**config.mk**
```make
export PLATFORM = sky130hd
export DESIGN_NAME = integer_calculator_alu_core_flat
export DESIGN_NICKNAME = d
export VERILOG_FILES = /design/src/hdl/ica_pkg.sv /design/src/hdl/ica_ifs.sv /design/src/hdl/integer_calculator_alu_core.sv /design/src/hdl/ica_datapath.sv /design/src/hdl/ica_ctrl.sv /design/src/flat_wrapper.sv
export VERILOG_INCLUDE_DIRS = /design/src /design/src/hdl
export SDC_FILE = /design/constraint.sdc
export NUM_CORES = 2
export LEC_CHECK = 0
export BUFFER_PORTS_ARGS = -buffer_cell sky130_fd_sc_hd__buf_2
export CAP_MARGIN = 5
export CORE_MARGIN = 2
export CORE_UTILIZATION = 51
export DETAILED_ROUTE_END_ITERATION = 8
export PLACE_DENSITY = 0.68
export SYNTH_ARGS = -nofsm -noshare
export SYNTH_HDL_FRONTEND = slang
export SYNTH_HIERARCHICAL = 1
export SYNTH_SLANG_ARGS = --single-unit
export TNS_END_PERCENT = 1
```
**constraint.sdc**
```tcl
create_clock -name clock -period 11.4 [get_ports clock]
set_clock_uncertainty 0.15 [all_clocks]
set_input_delay 0 -clock clock [delete_from_list [all_inputs] [get_ports clock]]
set_output_delay 0 -clock clock [all_outputs]
set_load 0.05 [all_outputs]
```
**src/hdl/assert_macros.svh**
```systemverilog
// Assertion macros shared by the RTL
`ifndef ASSERT_MACROS_SVH
`define ASSERT_MACROS_SVH
`ifndef ASSERT_OFF
// invariant that holds at every clock edge
`define ASSERT_ALWAYS(lbl, clk, rst, expr) \
   lbl: assert property (@(posedge clk) disable iff (rst) (expr)) \
      else $error("invariant violated");
// same-cycle implication
`define ASSERT_IMPLY(lbl, clk, rst, ante, cons) \
   lbl: assert property (@(posedge clk) disable iff (rst) (ante) |-> (cons)) \
      else $error("implication violated");
// next-cycle implication
`define ASSERT_NEXT(lbl, clk, rst, ante, cons) \
   lbl: assert property (@(posedge clk) disable iff (rst) (ante) |=> (cons)) \
      else $error("next-cycle implication violated");
`else
`define ASSERT_ALWAYS(lbl, clk, rst, expr)
`define ASSERT_IMPLY(lbl, clk, rst, ante, cons)
`define ASSERT_NEXT(lbl, clk, rst, ante, cons)
`endif
`endif

```
**src/hdl/ica_pkg.sv**
```systemverilog
package ica_pkg;

   // fixed field widths
   localparam int KIND_W  = 3;
   localparam int OPND_W  = 32;
   localparam int VALUE_W = 48;
   localparam int ERR_W   = 2;

   // parameter defaults
   localparam int DATA_BITS_DEF = 32;
   localparam int FRAC_BITS_DEF = 16;

   // factorial: 34! and above wrap to zero; arguments below fit this counter
   localparam int FACT_LIMIT = 34;
   localparam int FACT_CNT_W = 6;

   typedef enum logic [KIND_W-1:0] {
      OP_ADD  = 3'd0,
      OP_SUB  = 3'd1,
      OP_MUL  = 3'd2,
      OP_QUOT = 3'd3,
      OP_POW  = 3'd4,
      OP_SQRT = 3'd5,
      OP_FACT = 3'd6,
      OP_MOD  = 3'd7
   } op_type;

   typedef enum logic [ERR_W-1:0] {
      ERR_NONE     = 2'd0,
      ERR_DIV_ZERO = 2'd1,
      ERR_NEG_ROOT = 2'd2,
      ERR_NEG_FACT = 2'd3
   } err_type;

   // controller to datapath
   typedef struct packed {
      logic load;
      logic div_step;
      logic sqrt_step;
      logic pow_mul;
      logic pow_sqr;
      logic fact_step;
      logic finish;
   } cmd_type;

   // datapath to controller
   typedef struct packed {
      op_type kind;
      logic   early;
      logic   pow_last;
      logic   fact_last;
   } status_type;

endpackage

```
**src/hdl/ica_ifs.sv**
```systemverilog
// request channel: operation and operands
interface ica_req_if import ica_pkg::*; ();
   logic                     valid;
   logic                     ready;
   logic [KIND_W-1:0]        kind;
   logic signed [OPND_W-1:0] operand_a;
   logic signed [OPND_W-1:0] operand_b;

   modport source (output valid, kind, operand_a, operand_b, input ready);
   modport sink   (input valid, kind, operand_a, operand_b, output ready);
endinterface

// response channel: result, format flag and error code
interface ica_rsp_if import ica_pkg::*; ();
   logic                      valid;
   logic                      ready;
   logic signed [VALUE_W-1:0] value;
   logic                      is_fixed;
   logic [ERR_W-1:0]          error_code;

   modport source (output valid, value, is_fixed, error_code, input ready);
   modport sink   (input valid, value, is_fixed, error_code, output ready);
endinterface

```
**src/hdl/integer_calculator_alu_core.sv**
```systemverilog
// Channel   Dir  Beat contents
// req_if    in   kind, operand_a, operand_b
// rsp_if    out  value, is_fixed, error_code
//
// One request at a time: accept, evaluate, the unit steps, finish, then the beat
// waits on rsp_if until taken. Results known early (add, sub, mul, errors,
// trivial cases): evaluate and finish share a cycle.
// Quotient and modulus: DATA_BITS+FRAC_BITS divider steps (48 by default).
// Root: (DATA_BITS+2*FRAC_BITS+1)/2 steps (32); power: two multiplier passes per
// exponent bit less one (up to 61); factorial: a-1 multiplier passes (up to 32).
// Synchronous reset returns the controller to idle; a stalled rsp beat holds.
`include "assert_macros.svh"
module integer_calculator_alu_core import ica_pkg::*; #(
   parameter int DATA_BITS = DATA_BITS_DEF,
   parameter int FRAC_BITS = FRAC_BITS_DEF
) (
   input  logic      clock,
   input  logic      reset,
   ica_req_if.sink   req_if,
   ica_rsp_if.source rsp_if
);

   cmd_type    cmd;
   status_type status;
   logic       rsp_err;

   // sequencer
   ica_ctrl #(
      .DATA_BITS (DATA_BITS),
      .FRAC_BITS (FRAC_BITS)
   ) u_ctrl (
      .clock     (clock),
      .reset     (reset),
      .req_valid (req_if.valid),
      .req_ready (req_if.ready),
      .rsp_valid (rsp_if.valid),
      .rsp_ready (rsp_if.ready),
      .status    (status),
      .cmd       (cmd)
   );

   // arithmetic units and result register
   ica_datapath #(
      .DATA_BITS (DATA_BITS),
      .FRAC_BITS (FRAC_BITS)
   ) u_datapath (
      .clock          (clock),
      .cmd            (cmd),
      .status         (status),
      .req_kind       (req_if.kind),
      .req_operand_a  (req_if.operand_a),
      .req_operand_b  (req_if.operand_b),
      .rsp_value      (rsp_if.value),
      .rsp_is_fixed   (rsp_if.is_fixed),
      .rsp_error_code (rsp_if.error_code)
   );

   // checks
   assign rsp_err = rsp_if.error_code != ERR_NONE;

   `ASSERT_ALWAYS(a_no_overlap, clock, reset, !(req_if.ready && rsp_if.valid))
   `ASSERT_NEXT(a_finish_valid, clock, reset, cmd.finish, rsp_if.valid)
   `ASSERT_NEXT(a_accept_busy, clock, reset, req_if.valid && req_if.ready, !req_if.ready)
   `ASSERT_IMPLY(a_err_zero, clock, reset, rsp_if.valid && rsp_err, rsp_if.value == '0)

endmodule

```
**src/hdl/ica_datapath.sv**
```systemverilog
module ica_datapath import ica_pkg::*; #(
   parameter int DATA_BITS = DATA_BITS_DEF,
   parameter int FRAC_BITS = FRAC_BITS_DEF
) (
   input  logic                      clock,
   input  cmd_type                   cmd,
   output status_type                status,
   input  logic [KIND_W-1:0]         req_kind,
   input  logic signed [OPND_W-1:0]  req_operand_a,
   input  logic signed [OPND_W-1:0]  req_operand_b,
   output logic signed [VALUE_W-1:0] rsp_value,
   output logic                      rsp_is_fixed,
   output logic [ERR_W-1:0]          rsp_error_code
);

   localparam int QW  = DATA_BITS + FRAC_BITS;            // divider dividend width
   localparam int SQ  = (DATA_BITS + 2*FRAC_BITS + 1) / 2; // root bits
   localparam int SXW = 2 * SQ;                             // radicand width
   localparam int RW  = SQ + 2;                             // root remainder width

   // operand registers
   op_type                kind_ff;
   logic [DATA_BITS-1:0]  a_ff, b_ff;
   logic                  neg_ff;
   // divider
   logic [DATA_BITS-1:0]  d_ff, rem_ff;
   logic [QW-1:0]         n_ff;
   // square root
   logic [SXW-1:0]        sx_ff;
   logic [SQ-1:0]         root_ff;
   logic [RW-1:0]         srem_ff;
   // power and factorial
   logic [DATA_BITS-1:0]  acc_ff, base_ff, pe_ff;
   logic [FACT_CNT_W-1:0] fi_ff;
   // result
   logic [VALUE_W-1:0]    value_ff, value_in;
   logic                  fixed_ff;
   err_type               err_ff, err_in;

   logic [DATA_BITS-1:0]  a_in, b_in, a_mag, b_mag;
   logic [DATA_BITS:0]    div_t;
   logic [RW-1:0]         sq_cur, sq_trial;
   logic [DATA_BITS-1:0]  mul_x, mul_y, prod;
   logic                  early;
   logic [DATA_BITS-1:0]  sval;
   err_type               serr;
   logic [VALUE_W-1:0]    q48, iter_val;
   logic [DATA_BITS-1:0]  mod_val;

   // incoming operands, truncated to the working width
   assign a_in  = req_operand_a[DATA_BITS-1:0];
   assign b_in  = req_operand_b[DATA_BITS-1:0];
   assign a_mag = a_in[DATA_BITS-1] ? DATA_BITS'(0) - a_in : a_in;
   assign b_mag = b_in[DATA_BITS-1] ? DATA_BITS'(0) - b_in : b_in;

   // restoring divide: one quotient bit a step
   assign div_t = {rem_ff, n_ff[QW-1]};

   // digit-by-digit root: two radicand bits a step
   assign sq_cur   = {srem_ff[RW-3:0], sx_ff[SXW-1:SXW-2]};
   assign sq_trial = {root_ff, 2'b01};

   // shared multiplier, low half only
   always_comb begin
      if (cmd.pow_sqr) begin
         mul_x = base_ff;
         mul_y = base_ff;
      end else if (cmd.pow_mul) begin
         mul_x = acc_ff;
         mul_y = base_ff;
      end else if (cmd.fact_step) begin
         mul_x = acc_ff;
         mul_y = DATA_BITS'(fi_ff);
      end else begin
         mul_x = a_ff;
         mul_y = b_ff;
      end
   end
   assign prod = DATA_BITS'(mul_x * mul_y);

   // working registers
   always_ff @(posedge clock) begin
      if (cmd.load) begin
         kind_ff <= op_type'(req_kind);
         a_ff    <= a_in;
         b_ff    <= b_in;
         neg_ff  <= (op_type'(req_kind) == OP_QUOT) ? (a_in[DATA_BITS-1] ^ b_in[DATA_BITS-1])
                                                    : a_in[DATA_BITS-1];
         d_ff    <= b_mag;
         rem_ff  <= '0;
         n_ff    <= (op_type'(req_kind) == OP_MOD) ? QW'(a_mag) : (QW'(a_mag) << FRAC_BITS);
         sx_ff   <= SXW'(a_in) << (2*FRAC_BITS);
         root_ff <= '0;
         srem_ff <= '0;
         acc_ff  <= DATA_BITS'(1);
         base_ff <= a_in;
         pe_ff   <= b_in;
         fi_ff   <= FACT_CNT_W'(2);
      end
      if (cmd.div_step) begin
         if (div_t >= {1'b0, d_ff}) begin
            rem_ff <= DATA_BITS'(div_t - {1'b0, d_ff});
            n_ff   <= {n_ff[QW-2:0], 1'b1};
         end else begin
            rem_ff <= div_t[DATA_BITS-1:0];
            n_ff   <= {n_ff[QW-2:0], 1'b0};
         end
      end
      if (cmd.sqrt_step) begin
         sx_ff <= sx_ff << 2;
         if (sq_cur >= sq_trial) begin
            srem_ff <= sq_cur - sq_trial;
            root_ff <= {root_ff[SQ-2:0], 1'b1};
         end else begin
            srem_ff <= sq_cur;
            root_ff <= {root_ff[SQ-2:0], 1'b0};
         end
      end
      if (cmd.pow_mul) begin
         if (pe_ff[0]) begin
            acc_ff <= prod;
         end
         pe_ff <= pe_ff >> 1;
      end
      if (cmd.pow_sqr) begin
         base_ff <= prod;
      end
      if (cmd.fact_step) begin
         acc_ff <= prod;
         fi_ff  <= fi_ff + FACT_CNT_W'(1);
      end
   end

   // results known straight from the operands
   always_comb begin
      early = 1'b0;
      sval  = '0;
      serr  = ERR_NONE;
      unique case (kind_ff) inside
         OP_ADD: begin
            early = 1'b1;
            sval  = a_ff + b_ff;
         end
         OP_SUB: begin
            early = 1'b1;
            sval  = a_ff - b_ff;
         end
         OP_MUL: begin
            early = 1'b1;
            sval  = prod;
         end
         OP_QUOT, OP_MOD: begin
            if (b_ff == '0) begin
               early = 1'b1;
               serr  = ERR_DIV_ZERO;
            end
         end
         OP_POW: begin
            if (b_ff[DATA_BITS-1]) begin
               // negative exponent: truncated reciprocal
               early = 1'b1;
               if (a_ff == '0) begin
                  serr = ERR_DIV_ZERO;
               end else if (a_ff == DATA_BITS'(1)) begin
                  sval = DATA_BITS'(1);
               end else if (a_ff == '1) begin
                  sval = b_ff[0] ? '1 : DATA_BITS'(1);
               end
            end else if (b_ff == '0) begin
               early = 1'b1;
               sval  = DATA_BITS'(1);
            end
         end
         OP_SQRT: begin
            if (a_ff[DATA_BITS-1]) begin
               early = 1'b1;
               serr  = ERR_NEG_ROOT;
            end
         end
         OP_FACT: begin
            if (a_ff[DATA_BITS-1]) begin
               early = 1'b1;
               serr  = ERR_NEG_FACT;
            end else if (a_ff >= DATA_BITS'(FACT_LIMIT)) begin
               early = 1'b1;
            end else if (a_ff < DATA_BITS'(2)) begin
               early = 1'b1;
               sval  = DATA_BITS'(1);
            end
         end
      endcase
   end

   // results of the iterating units
   assign q48     = VALUE_W'(n_ff);
   assign mod_val = neg_ff ? DATA_BITS'(0) - rem_ff : rem_ff;

   always_comb begin
      case (kind_ff)
         OP_QUOT: begin
            if (!neg_ff && q48[VALUE_W-1]) begin
               iter_val = {1'b0, {(VALUE_W-1){1'b1}}};
            end else begin
               iter_val = neg_ff ? VALUE_W'(0) - q48 : q48;
            end
         end
         OP_MOD:  iter_val = VALUE_W'(signed'(mod_val));
         OP_SQRT: iter_val = VALUE_W'(root_ff);
         default: iter_val = VALUE_W'(signed'(acc_ff));
      endcase
   end

   assign value_in = early ? VALUE_W'(signed'(sval)) : iter_val;
   assign err_in   = early ? serr : ERR_NONE;

   // output register
   always_ff @(posedge clock) begin
      if (cmd.finish) begin
         value_ff <= value_in;
         fixed_ff <= (kind_ff == OP_QUOT) || (kind_ff == OP_SQRT);
         err_ff   <= err_in;
      end
   end

   assign rsp_value      = signed'(value_ff);
   assign rsp_is_fixed   = fixed_ff;
   assign rsp_error_code = err_ff;

   assign status.kind      = kind_ff;
   assign status.early     = early;
   assign status.pow_last  = (pe_ff >> 1) == '0;
   assign status.fact_last = fi_ff == a_ff[FACT_CNT_W-1:0];

endmodule

```
**src/hdl/ica_ctrl.sv**
```systemverilog
module ica_ctrl import ica_pkg::*; #(
   parameter int DATA_BITS = DATA_BITS_DEF,
   parameter int FRAC_BITS = FRAC_BITS_DEF
) (
   input  logic       clock,
   input  logic       reset,
   input  logic       req_valid,
   output logic       req_ready,
   output logic       rsp_valid,
   input  logic       rsp_ready,
   input  status_type status,
   output cmd_type    cmd
);

   localparam int DIV_STEPS  = DATA_BITS + FRAC_BITS;
   localparam int SQRT_STEPS = (DATA_BITS + 2*FRAC_BITS + 1) / 2;
   localparam int CNT_W      = $clog2(DIV_STEPS);

   typedef enum logic [8:0] {
      S_IDLE = 9'b000000001,
      S_EVAL = 9'b000000010,
      S_DIV  = 9'b000000100,
      S_SQRT = 9'b000001000,
      S_PMUL = 9'b000010000,
      S_PSQR = 9'b000100000,
      S_FACT = 9'b001000000,
      S_FIN  = 9'b010000000,
      S_DONE = 9'b100000000
   } state_type;

   state_type        state_ff, state_in;
   logic [CNT_W-1:0] cnt_ff, cnt_in;

   // next state and datapath commands
   always_comb begin
      state_in  = state_ff;
      cnt_in    = cnt_ff;
      cmd       = '0;
      req_ready = 1'b0;
      rsp_valid = 1'b0;
      unique case (state_ff)
         S_IDLE: begin
            req_ready = 1'b1;
            if (req_valid) begin
               cmd.load = 1'b1;
               state_in = S_EVAL;
            end
         end
         S_EVAL: begin
            if (status.early) begin
               cmd.finish = 1'b1;
               state_in   = S_DONE;
            end else begin
               unique case (status.kind) inside
                  OP_QUOT, OP_MOD: begin
                     state_in = S_DIV;
                     cnt_in   = CNT_W'(DIV_STEPS - 1);
                  end
                  OP_SQRT: begin
                     state_in = S_SQRT;
                     cnt_in   = CNT_W'(SQRT_STEPS - 1);
                  end
                  OP_POW:  state_in = S_PMUL;
                  OP_FACT: state_in = S_FACT;
                  default: state_in = S_FIN;
               endcase
            end
         end
         S_DIV: begin
            cmd.div_step = 1'b1;
            if (cnt_ff == '0) begin
               state_in = S_FIN;
            end else begin
               cnt_in = cnt_ff - CNT_W'(1);
            end
         end
         S_SQRT: begin
            cmd.sqrt_step = 1'b1;
            if (cnt_ff == '0) begin
               state_in = S_FIN;
            end else begin
               cnt_in = cnt_ff - CNT_W'(1);
            end
         end
         S_PMUL: begin
            cmd.pow_mul = 1'b1;
            state_in    = status.pow_last ? S_FIN : S_PSQR;
         end
         S_PSQR: begin
            cmd.pow_sqr = 1'b1;
            state_in    = S_PMUL;
         end
         S_FACT: begin
            cmd.fact_step = 1'b1;
            if (status.fact_last) begin
               state_in = S_FIN;
            end
         end
         S_FIN: begin
            cmd.finish = 1'b1;
            state_in   = S_DONE;
         end
         S_DONE: begin
            rsp_valid = 1'b1;
            if (rsp_ready) begin
               state_in = S_IDLE;
            end
         end
         default: state_in = S_IDLE;
      endcase
   end

   // state and step counter
   always_ff @(posedge clock) begin
      if (reset) begin
         state_ff <= S_IDLE;
         cnt_ff   <= '0;
      end else begin
         state_ff <= state_in;
         cnt_ff   <= cnt_in;
      end
   end

endmodule
```
**src/flat_wrapper.sv**
```systemverilog
// flat-port wrapper written by rule: the top's interface ports become plain ports
module integer_calculator_alu_core_flat import ica_pkg::*;
#(
   parameter int DATA_BITS = DATA_BITS_DEF,
   parameter int FRAC_BITS = FRAC_BITS_DEF
)
  (clock, reset, req_if_valid, req_if_kind, req_if_operand_a, req_if_operand_b, req_if_ready, rsp_if_valid, rsp_if_value, rsp_if_is_fixed, rsp_if_error_code, rsp_if_ready);
  ica_req_if req_if_i ();
  ica_rsp_if rsp_if_i ();
  input  logic clock;
  input  logic reset;
  input wire logic [$bits(req_if_i.valid)-1:0] req_if_valid;
  input wire logic [$bits(req_if_i.kind)-1:0] req_if_kind;
  input wire logic [$bits(req_if_i.operand_a)-1:0] req_if_operand_a;
  input wire logic [$bits(req_if_i.operand_b)-1:0] req_if_operand_b;
  output wire logic [$bits(req_if_i.ready)-1:0] req_if_ready;
  output wire logic [$bits(rsp_if_i.valid)-1:0] rsp_if_valid;
  output wire logic [$bits(rsp_if_i.value)-1:0] rsp_if_value;
  output wire logic [$bits(rsp_if_i.is_fixed)-1:0] rsp_if_is_fixed;
  output wire logic [$bits(rsp_if_i.error_code)-1:0] rsp_if_error_code;
  input wire logic [$bits(rsp_if_i.ready)-1:0] rsp_if_ready;
  assign req_if_i.valid = req_if_valid;
  assign req_if_i.kind = req_if_kind;
  assign req_if_i.operand_a = req_if_operand_a;
  assign req_if_i.operand_b = req_if_operand_b;
  assign req_if_ready = req_if_i.ready;
  assign rsp_if_valid = rsp_if_i.valid;
  assign rsp_if_value = rsp_if_i.value;
  assign rsp_if_is_fixed = rsp_if_i.is_fixed;
  assign rsp_if_error_code = rsp_if_i.error_code;
  assign rsp_if_i.ready = rsp_if_ready;
  integer_calculator_alu_core #(.DATA_BITS(DATA_BITS), .FRAC_BITS(FRAC_BITS)) u_core (.clock(clock), .reset(reset), .req_if(req_if_i), .rsp_if(rsp_if_i));
endmodule
```
==> flow_summary_export.csv <==
group,metric,value,unit
sta,fin_crit_sh,95.2,%
sta,min_period,10.85,ns
floorplan,fp.dieH,301,microns
clock_network,clk_latency,0.62,ns
critical_path,crit_top_cell,"fa_1",
final_layout,instances_no_fill,6139,
synthesis,synth_cells,4821,
grt,antenna_found_initial,11,
synthesis,ys_ff_latch,443,
grt,grt_max_degree,103,
sta,rsz0062_at_grt,"no",
synthesis,synth_nets,5530,
critical_path,cp.required,11.61,ns
sta,max-slew-margin-rel,23.8,%
clock_network,cts_tree,"yes",
final_layout,regArea,12800,sq um
synthesis,async_flop_share,0,%
critical_path,max_stage_delay,0.59,ns
synthesis,syn_area,44900,sq um
routing,dr.pass1.iters,6,
run_status,outcome,"completed",
synthesis,ys_warn_count,6,
synthesis,synth_area_per_cell,9.30,sq um
critical_path,setup.worst_path.start_class,"flop",
routing,routed_wl,154000,microns
worst_hold_path,min-delay-start,"req_if_kind[2]",
synthesis,synthTopCellsByCount,"574 x inv_1, 524 x nand2_1, 448 x nor2_1",
place,dp_cells,5981,
synthesis,synth_top_area_cell,"edfxtp_1",
final_layout,syn_to_final_growth,9.48,%
critical_path,reg2regPathDepth,33,
clock_network,post-cts-setup-buffers,0,
place,portBuffers,123,
synthesis,synthFlopType,"edfxtp_1",
grt,grtUsageTotal,34.0,%
synthesis,synthTopCellsByArea,"edfxtp_1 26%, fa_1 18%, ha_1 6.4%",
grt,grt_first_pass_wirelength,230000,microns
critical_path,critPathMaxFanout,19,
floorplan,core_area,87000,sq um
clock_network,clk_pin_slew,0.07,ns
floorplan,io_pins,124,
sta,hold_violations,0,
final_layout,nFillCells,7765,
critical_path,worstReg2RegStart,"u_core/u_ctrl/state_ff[7]",
place,hpwl,119000,microns
synthesis,synth_seq_area_share,28.6,%
routing,route.detailed.drc,0,
sta,fmax,92.2,MHz
clock_network,htreeDepth,2,
synthesis,yosys.cell_types.count,109,
grt,grt_pass1_vias,37000,
routing,antenna_left,0,
critical_path,arrival,11.06,ns
critical_path,startpoint,"u_core/u_ctrl/state_ff[7]",
synthesis,yosysMostFrequentCell,"inv_1",
routing,via_per_inst,6.15,
worst_hold_path,hold_path_depth,2,
synthesis,synth_edf_count,395,
sta,worstMarginPinSlew,1.14,ns
critical_path,critPathCaptureType,"flop",
worst_hold_path,min_path_type,"in -> reg",
routing,routedWlPerCell,25.1,microns
grt,overflow,0,
place,gp_congestion,1.05,
clock_network,numCtsBuffers,45,
sta,setup_tns,0,ns
floorplan,dieArea,90300,sq um
synthesis,yosysTopAreaCellShare,26.4,%
routing,drt_iter0_drc,4812,
final_layout,num-nets-final,5652,
final_layout,drive_above_1_share,9.64,%
final_layout,multi_input_area,29000,sq um
sta,setup_viol,0,
floorplan,initial_utilization,51.5,%
floorplan,die_x,301,microns
routing,vias,37700,
floorplan,fp-row-count,108,
flow_run,maxCapViolCount,0,
clock_network,cts_buffer_depth,3,
critical_path,cp_slowest_cell,"o21a_1",
clock_network,cts.sinks,443,
sta,maxSlewViolCount,0,
critical_path,critical_path_class,"reg -> reg",
clock_network,root_buffer,"clkbuf_16",
[layout by cell type (no fill, tap or decap), types with 103 or more instances in the layout]
master and count:
xnor2_1 189, a21oi_1 191, o21ai_0 262, fa_1 410
nand2_1 524, xor2_1 103, ha_1 228, edfxtp_1 395
inv_1 574, buf_2 123, nor2_1 447
[layout make-up]
class | count | share of cell area (%)
diodes | 4 | 0.0204
clock buffers | 49 | 2.32
multi-input cells | 3580 | 59.0
repair buffers | 297 | 4.35
inverters | 576 | 4.40
clock inverters | 35 | 0.879
flip-flops and latches | 443 | 26.1
well taps | 1155 | 2.94
[metal layers]
metal	vias up	GRT usage (%)	share of wire, %
met1	18400	43.4	37
met2	2139	52.8	45
met3	521	7.86	11
met4	8	20.4	7.2
li1	16700	-	-
met5	-	0	0.029
[final timing paths]
path	endpoint	slack, ns
setup / recovery	u_core/u_datapath/rsp_value[46]	0.55
hold / removal	u_core/u_datapath/kind_ff[2]	0.03
setup reg to reg	u_core/u_datapath/rsp_value[46]	0.55
hold reg to reg	u_core/u_ctrl/cnt_ff[5]	0.36
[what timing repair did]
item	in CTS	in global routing
resized for setup	0	1
hold endpoints to repair	265	0
endpoints found under the setup margin	0	1
hold buffers	70	0
[registers in the layout (all words and copies together), names as in the netlist]
| register | cells |
|---|---|
| u_core/u_ctrl/cnt_ff | 6 |
| u_core/u_datapath/pe_ff | 32 |
| u_core/u_datapath/kind_ff | 3 |
| u_core/u_datapath/d_ff | 31 |
| u_core/u_datapath/a_ff | 32 |
| u_core/u_datapath/fi_ff | 6 |
| u_core/u_datapath/n_ff | 48 |
| u_core/u_datapath/base_ff | 32 |
| u_core/u_datapath/acc_ff | 32 |
| u_core/u_datapath/srem_ff | 32 |
| u_core/u_datapath/rsp_error_code | 2 |
| u_core/u_datapath/rsp_is_fixed | 1 |
| u_core/u_datapath/rem_ff | 32 |
| u_core/u_datapath/rsp_value | 48 |
| u_core/u_datapath/neg_ff | 1 |
| u_core/u_datapath/sx_ff | 32 |
| u_core/u_datapath/root_ff | 32 |
| u_core/u_datapath/b_ff | 32 |
| u_core/u_ctrl/state_ff | 9 |
[through the flow]
step           hold WS (ns)  util [%]  setup WS [ns]  area, sq um
6_report             0.0331      56.4          0.551        49100
5_1_grt              0.0286      56.4         0.0680        49100
4_1_cts              0.0121      56.4          0.663        49100
3_5_place_dp          0.107      53.8          0.708        46800
3_3_place_gp          0.100      53.8          0.837        46800
2_1_floorplan       -0.0511         -           1.26        44900
[logic make-up (layout without fill, tap and decap cells)]
family	count (synthesis)	in the layout	synth area share, %
and+or+nand+nor	1569	1569	17.0
adders and majority gates	638	638	24.7
buffers and inverters	798	957	7.02
xor gates and xnor gates	300	300	6.04
other	0	4	0
AOI/OAI and AO/OA	951	951	13.8
muxes	122	122	2.93
DFF	443	443	28.6
[worst max-delay path: cells and delay by family, from the launching register on]
family | cells | cell delay [ns]
simple gates | 7 | 1.75
fa+ha+maj | 9 | 4.52
compound gates | 8 | 2.37
buf+inv | 7 | 0.44
flops | 1 | 0.43
mux | 1 | 0.49
xor+xnor | 1 | 0.41
Power is not shown: default switching activity piles up to over one toggle a cycle in this logic, so the estimate is an artifact.
